<file path="src/design/ppi_pkg.sv">
// Shared types and constants for the mode-0 parallel port block.
// No dependencies; imported by every design file.
package ppi_pkg;

  localparam logic [1:0] ADDR_PORT_A  = 2'd0;
  localparam logic [1:0] ADDR_PORT_B  = 2'd1;
  localparam logic [1:0] ADDR_PORT_C  = 2'd2;
  localparam logic [1:0] ADDR_CONTROL = 2'd3;

  localparam logic KIND_READ  = 1'b0;
  localparam logic KIND_WRITE = 1'b1;

  localparam int CTRL_MODE_SET_BIT = 7;
  localparam int CTRL_DIR_A_BIT    = 4;
  localparam int CTRL_DIR_B_BIT    = 1;
  localparam int CTRL_DIR_CU_BIT   = 3;
  localparam int CTRL_DIR_CL_BIT   = 0;
  localparam int CTRL_BSR_VAL_BIT  = 0;

  typedef struct packed {
    logic       kind;
    logic [1:0] address;
    logic [7:0] write_data;
    logic [7:0] pins_a;
    logic [7:0] pins_b;
    logic [7:0] pins_c;
  } req_t;

  typedef struct packed {
    logic [7:0] bus_result;
    logic [7:0] drive_a;
    logic [7:0] drive_b;
    logic [7:0] drive_c;
    logic       input_a;
    logic       input_b;
    logic [1:0] input_c;
    logic       strobe_a;
    logic       strobe_b;
    logic       strobe_c;
  } rsp_t;

  typedef struct packed {
    logic [7:0] latch_a;
    logic [7:0] latch_b;
    logic [7:0] latch_c;
    logic [7:0] control_word;
    logic       dir_a;
    logic       dir_b;
    logic [1:0] dir_c;
  } state_t;

endpackage

</file>
<file path="src/design/ppi_step.sv">
// Combinational update of the port latches and control state for one bus item.
// Depends on ppi_pkg.
module ppi_step (
  input  ppi_pkg::state_t state,
  input  ppi_pkg::req_t   item,
  output ppi_pkg::state_t state_next,
  output ppi_pkg::rsp_t   result
);
  import ppi_pkg::*;

  logic       na;
  logic       nb;
  logic [1:0] nc;
  logic [2:0] bit_sel;
  logic [7:0] mask;
  logic [7:0] bus;
  logic       sa;
  logic       sb;
  logic       sc;

  always_comb begin
    state_next = state;
    bus        = item.write_data;
    sa         = 1'b0;
    sb         = 1'b0;
    sc         = 1'b0;
    na         = item.write_data[CTRL_DIR_A_BIT];
    nb         = item.write_data[CTRL_DIR_B_BIT];
    nc         = {item.write_data[CTRL_DIR_CU_BIT], item.write_data[CTRL_DIR_CL_BIT]};
    bit_sel    = item.write_data[3:1];
    mask       = 8'd1 << bit_sel;

    if (item.kind == KIND_READ) begin
      case (item.address)
        ADDR_PORT_A: begin
          if (state.dir_a) state_next.latch_a = item.pins_a;
          bus = state_next.latch_a;
        end
        ADDR_PORT_B: begin
          if (state.dir_b) state_next.latch_b = item.pins_b;
          bus = state_next.latch_b;
        end
        ADDR_PORT_C: begin
          if (state.dir_c != 2'd0) state_next.latch_c = item.pins_c;
          bus = state_next.latch_c;
        end
        default: begin
          bus = state.control_word;
        end
      endcase
    end else begin
      case (item.address)
        ADDR_PORT_A: begin
          state_next.latch_a = item.write_data;
          sa = !state.dir_a;
        end
        ADDR_PORT_B: begin
          state_next.latch_b = item.write_data;
          sb = !state.dir_b;
        end
        ADDR_PORT_C: begin
          state_next.latch_c = item.write_data;
          sc = (state.dir_c == 2'd0);
        end
        default: begin
          state_next.control_word = item.write_data;
          if (item.write_data[CTRL_MODE_SET_BIT]) begin
            if (na != state.dir_a) begin
              state_next.dir_a = na;
              if (na) state_next.latch_a = item.pins_a;
              else sa = 1'b1;
              bus = state_next.latch_a;
            end
            if (nb != state.dir_b) begin
              state_next.dir_b = nb;
              if (nb) state_next.latch_b = item.pins_b;
              else sb = 1'b1;
              bus = state_next.latch_b;
            end
            if (nc != state.dir_c) begin
              state_next.dir_c = nc;
              if (nc != 2'd0) state_next.latch_c = item.pins_c;
              else sc = 1'b1;
              bus = state_next.latch_c;
            end
          end else if (state.dir_c == 2'd0) begin
            if (item.write_data[CTRL_BSR_VAL_BIT]) state_next.latch_c = state.latch_c | mask;
            else state_next.latch_c = state.latch_c & ~mask;
            sc  = 1'b1;
            bus = state_next.latch_c;
          end
        end
      endcase
    end

    result.bus_result = bus;
    result.drive_a    = state_next.latch_a;
    result.drive_b    = state_next.latch_b;
    result.drive_c    = state_next.latch_c;
    result.input_a    = state_next.dir_a;
    result.input_b    = state_next.dir_b;
    result.input_c    = state_next.dir_c;
    result.strobe_a   = sa;
    result.strobe_b   = sb;
    result.strobe_c   = sc;
  end

endmodule

</file>
<file path="src/design/programmable_parallel_io_mode0.sv">
// Mode-0 parallel port block: three port latches and a control register.
// Depends on ppi_pkg and ppi_step.
//
// Usage:
//   req channel (req_valid, req_stall, req) carries one bus access per item:
//   read or write at address 0..3 together with the sampled pin levels.
//   rsp channel (rsp_valid, rsp_stall, rsp) returns one item per access: the
//   bus byte, the latches driven to the pins, port directions and strobes.
//   An item is taken on an edge where valid is high and stall is low.
// Timing:
//   An accepted item passes one input register, then one pass of decode
//   logic into the result register. Throughput is one item per cycle while
//   rsp_stall is low; the latch and control update is a single pass.
// Reset:
//   rst clears all latches, the control word and the directions (all ports
//   output), and empties both pipeline registers.
// Backpressure:
//   While rsp_stall holds a finished item, one further item is held in the
//   input register; req_stall rises only when both registers are full.
module programmable_parallel_io_mode0 (
  input  logic           clk,
  input  logic           rst,
  input  logic           req_valid,
  output logic           req_stall,
  input  ppi_pkg::req_t  req,
  output logic           rsp_valid,
  input  logic           rsp_stall,
  output ppi_pkg::rsp_t  rsp
);
  import ppi_pkg::*;

  logic   s1_valid;
  req_t   s1_item;
  state_t state;
  state_t state_next;
  rsp_t   result;
  logic   advance;

  assign advance   = s1_valid && (!rsp_valid || !rsp_stall);
  assign req_stall = s1_valid && rsp_valid && rsp_stall;

  ppi_step u_step (
    .state      (state),
    .item       (s1_item),
    .state_next (state_next),
    .result     (result)
  );

  always_ff @(posedge clk) begin
    if (rst) begin
      s1_valid <= 1'b0;
    end else if (!req_stall) begin
      s1_valid <= req_valid;
    end
  end

  always_ff @(posedge clk) begin
    if (req_valid && !req_stall) begin
      s1_item <= req;
    end
  end

  always_ff @(posedge clk) begin
    if (rst) begin
      rsp_valid <= 1'b0;
    end else if (advance) begin
      rsp_valid <= 1'b1;
    end else if (!rsp_stall) begin
      rsp_valid <= 1'b0;
    end
  end

  always_ff @(posedge clk) begin
    if (advance) begin
      rsp <= result;
    end
  end

  always_ff @(posedge clk) begin
    if (rst) begin
      state <= '0;
    end else if (advance) begin
      state <= state_next;
    end
  end

endmodule

</file>
<file path="config.mk">
export PLATFORM = sky130hd
export DESIGN_NAME = programmable_parallel_io_mode0
export DESIGN_NICKNAME = d
export VERILOG_FILES = /design/src/design/ppi_pkg.sv /design/src/design/ppi_step.sv /design/src/design/programmable_parallel_io_mode0.sv
export SDC_FILE = /design/constraint.sdc
export NUM_CORES = 1
export LEC_CHECK = 0
export BUFFER_PORTS_ARGS = -buffer_cell sky130_fd_sc_hd__buf_4
export CORE_MARGIN = 8
export CORE_UTILIZATION = 53
export DETAILED_ROUTE_END_ITERATION = 6
export GPL_TIMING_DRIVEN = 0
export PLACE_DENSITY = 0.78
export SYNTH_ARGS = -nofsm -noshare
export SYNTH_HDL_FRONTEND = slang
export SYNTH_HIERARCHICAL = 1
export SYNTH_SLANG_ARGS = --single-unit
</file>
<file path="constraint.sdc">
create_clock -name clk -period 3.8 [get_ports clk]
set_clock_uncertainty 0.2 [all_clocks]
set_input_delay 0.57 -clock clk [delete_from_list [all_inputs] [get_ports clk]]
set_output_delay 0.57 -clock clk [all_outputs]
set_load 0.005 [all_outputs]
</file>
Yosys cells after proc, flatten, opt, wreduce, memory -nomap -nowiden
Cells that the tools add are included.
{ "op_classes": {"eq_ne": 6, "shifts": 1, "mux": 49, "bitwise": 4, "n_reduce_logical": 19} }
{ "op_table": {"columns": ["operator", "n"], "rows": [
  ["two-way mux 8 bit", 22],
  ["one-hot mux 8 bit (2 select lines)", 3],
  ["two-way mux 24 bit", 1],
  ["one-hot mux 8 bit (3 select lines)", 1],
  ["two-way mux 16 bit", 1],
  ["two-way mux 1 bit", 14],
  ["two-way mux 4 bit", 3],
  ["bitwise AND 8 bit", 1],
  ["NOT 8 bit", 1],
  ["bitwise OR 8 bit", 1],
  ["left shift 1 x 3 -> 8 bit (first input constant)", 1],
  ["one-hot mux 1 bit (2 select lines)", 3],
  ["OR reduction 2 bit", 3],
  ["logical NOT 1 bit", 5],
  ["logical AND 1 bit", 4],
  ["logical NOT 2 bit", 2],
  ["nonzero test 2 bit", 2],
  ["AND reduction 3 bit", 1],
  ["OR reduction 3 bit", 1],
  ["== test 2 x 1 -> 1 bit (second input constant)", 1],
  ["== test 2 bit (second input constant)", 1],
  ["two-way mux 2 bit", 1],
  ["!= test 1 bit", 2],
  ["!= test 2 x 1 -> 1 bit (second input constant)", 1],
  ["other kinds (3)", 3]
]} }
{ "totals": {"ff_bits": 112, "in_bits": 39, "output_inout_bits": 41, "wordCells": 104} }

Longest topological paths before layout
{ "logic_depth": {"word_depth": 8, "ltp_mapped": 13, "depth_no_buf": 9} }

Cells and area by module
The synthesis kept the hierarchy.
{ "by_module_without_submodules": {"columns": ["mod", "n_inst", "cells_each", "area_each_um2", "seq_area_each_um2"], "rows": [
  ["programmable_parallel_io_mode0", 1, 240, 3937.5, 2982.9],
  ["ppi_step", 1, 455, 3084.2, 0.0]
]} }

Worst setup path after synthesis
OpenSTA, ideal clock, no wires.
{ "synth_timing": {"path_type": "input-to-reg", "from": "input rsp_stall", "to": "register s1_item[0] in the netlist's numbering (enable)", "setup_time_ps": 427, "arrival_time_ps": 2202, "required_time_ps": 3173, "setup_slack_ps": 970, "stages": 3, "n_path_buf": 0, "cell_sequence": "nand3_1 inv_1 nor2_1"} }
{ "synth_via": {"elab_chain_len": 3} }
{ "synth_rtl": {"columns": ["item", "line_no", "text"], "rows": [
  ["start: declaration", "programmable_parallel_io_mode0.sv:27", "input logic rsp_stall,"],
  ["logical AND 1 bit", "programmable_parallel_io_mode0.sv:40", "assign req_stall = s1_valid && rsp_valid && rsp_stall;"],
  ["named net req_stall", "programmable_parallel_io_mode0.sv:24", "output logic req_stall,"],
  ["logical NOT 1 bit", "programmable_parallel_io_mode0.sv:58", "if (req_valid && !req_stall) begin"],
  ["logical AND 1 bit", "programmable_parallel_io_mode0.sv:58", null],
  ["end signal: assignment", "programmable_parallel_io_mode0.sv:59", "s1_item <= req;"],
  ["end: declaration", "programmable_parallel_io_mode0.sv:33", "req_t s1_item;"]
]} }
The timed path passes the listed nets, and every way through them passes these cells.
A chain may end at the register's enable or synchronous reset.

==> metrics.cfg <==
[final_layout]
nNetsFinal=830
final_common_cell=buf_4
final_cell_mix=buf_4 (110), nand2b_1 (76), mux2i_1 (74), edfxtp_1 (74), nand2_1 (70)
drive_gt1_share_pct=23.8
diodes=0
fin_util_pct=62.6
syn_to_final_growth_pct=16.6

[clock_network]
cts_setup_buffers=0
cts.clk_slew.worst_paths_ns=0.07
cts_tree=yes
htreeDepth=3
ctsHoldBuffers=0
clock_insertion_delay_worst_skew_ns=0.35
clock_tree.buffer_depth=2
cts_resized=0
clock_sinks=112
cts_root_buffer=clkbuf_16
cts_buffers=9

[route]
drt-wirelength-per-cell_um=23.9
finalWirelength_mm=23.0
drt_iter0_markers=685
ant_nets=0
dr.pass1.iters=7
viasPerCell=6.25
drc=3
dr_total_vias=6034

[floorplan]
design.core.area_um2=13100
rows=42
die_area_um2=17200
chipWidth_um=131
die_h_um=131
ioPinCount=80
start_util_pct=53.7

[worst_setup_path]
rrSetupSlack_ns=0.21
critPathLaunchType=register
path_class=reg2reg
cp-end-kind=register
crit_fanout=10
required_ns=3.88
worst_ep_arrival_time_ns=3.67

[synthesis]
muxShareOfSynthArea_pct=15.6
synth_warnings=6
syn_inst=695
syn_nets=740
yosys.area_share.xor_xnor_pct=0.356
netlist.area_leader.share_pct=31.6
ys_seq_area_share_pct=42.5
netlist_area_um2=7020
synthSimpleGateAreaFrac_pct=14.8
yosys_register_bits=112
yosys_most_used_dff=edfxtp_1
synth-edff-count=74
synth_top_area_cell=edfxtp_1
synth_compound_area_share_pct=17.1
synth_top_family_by_area=compound AO/OA/AOI/OAI gates
syn_area_per_cell_um2=10.1
synth.distinct_cells=59
synth_fa_ha_area_share_pct=1.07
synthArstFlopShare_pct=0
synthTopCellsByArea=edfxtp_1 (32%), dfxtp_1 (11%), mux2i_1 (11%), nand2b_1 (6.8%), mux2_2 (4.5%)

[grt]
grt_max_degree=49
grt.total_usage_pct=26.2
grt_pass1_wl_mm=35.0
grt_pass1_vias=5941
antenna_found_initial=0
grt_remaining_overflow=0

[sta]
timing.final.hold_violations=0
setup_viol=0
rsz0062_at_grt=false
fin_tns_setup_ns=0
drv_slew=0
maxSlewHeadroom_pct=44.9
period_share_pct=94.4
fmax_ghz=0.279
worstMarginPinSlew_ns=0.827
min_period_ns=3.59

[status]
violations=design-rule violations
status=complete, but fails checks

[hold_path]
holdCritPathClass=in2reg

[placement]
gp_routability_congestion=0.939
hpwl_mm=16.6
io_buffers=78

[power]
cellPowerDensity_nw_per_um2=358
leakage_nw=3.08
ir_drop_mv=0.344

[run]
cap_viol_max_count=0

## metal layers
layer  part of all wire [%]  track usage, %
met1                     44            36.1
met2                     44            38.9
met3                    9.2            6.14
met4                    2.8            9.88
met5                      0               0
## cell type report
type                       count  area (um^2)
multi-input combinational    481         3440
clock buffer                  15          333
timing repair buffer          79          606
inverter                      11         41.3
sequential                   112         2980
tap                          176          220
fill                        1100         4900
buffer                        91          563
## cell usage after synthesis (6+ instances only)
cell       n
nand2_1   70
clkbuf_1  32
nand3_1    9
buf_4     32
nand2b_1  76
inv_1     10
a21oi_1   26
o21ai_0   27
a22oi_1    6
edfxtp_1  74
dfxtp_1   38
mux2i_1   74
a311o_1   15
o211ai_1  11
a311oi_1   7
a31oi_1    7
mux2_2    28
a221oi_1  19
buf_2     18
ha_1       6
nor2_1    24
o221ai_1   7
## path summary, 6_finish.rpt
check                                           start                     end  depth (start not counted)
worst min register to register  state[1]$_SDFFE_PP0P_   state[1]$_SDFFE_PP0P_                          2
worst max-delay path            s1_item[25]$_DFFE_PP_  state[20]$_SDFFE_PP0P_                         12
worst min-delay path                          req[14]   s1_item[14]$_DFFE_PP_                          1
worst max register to register  s1_item[25]$_DFFE_PP_  state[20]$_SDFFE_PP0P_                         12
## logic make-up (layout without fill, tap and decap cells)
kind of cell	Yosys count	count (layout)
DFF	112	112
adders and majority gates	6	6
AOI/OAI and AO/OA	165	165
and+or+nand+nor	203	203
muxes	105	105
buffers and inverters	102	196
xor gates and xnor gates	2	2
## stage by stage
stage	total power, mW	cells	hold slack (ns)	area [um^2]	worst slack, ns
finish	2.93	965	0.183	8190	0.211
detailed placement	1.92	950	0.267	7860	0.260
global route	3.02	965	0.171	8190	0.0368
floorplan	1.72	695	0.245	7020	0.970
global placement	1.90	949	0.257	7830	0.230
CTS	2.94	965	0.173	8190	0.267
## power by group
part	total (mW)	leakage [nW]	switching, mW	internal, mW
Clock	1.03	0.163	0.428	0.602
Sequential	1.41	1.02	0.0483	1.36
Combinational	0.491	1.89	0.275	0.216
## sequential cells by signal, indices dropped and copies added (netlist names)
| register | cells |
|---|---|
| s1_item | 35 |
| state | 36 |
| s1_valid | 1 |
| rsp | 39 |
| rsp_valid | 1 |
## worst max-delay path, stage by stage (launching register included)
cell and delay (ns):
edfxtp_1 0.48, buf_2 0.35, buf_2 0.31, inv_1 0.12, ha_1 0.29, clkbuf_1 0.23, nor2_1 0.56, nand2_1 0.13
a311o_1 0.38, o21ai_0 0.13, buf_4 0.16, nand2b_1 0.05, mux2i_1 0.12
Note: power is estimated with default switching activity, not from simulation.
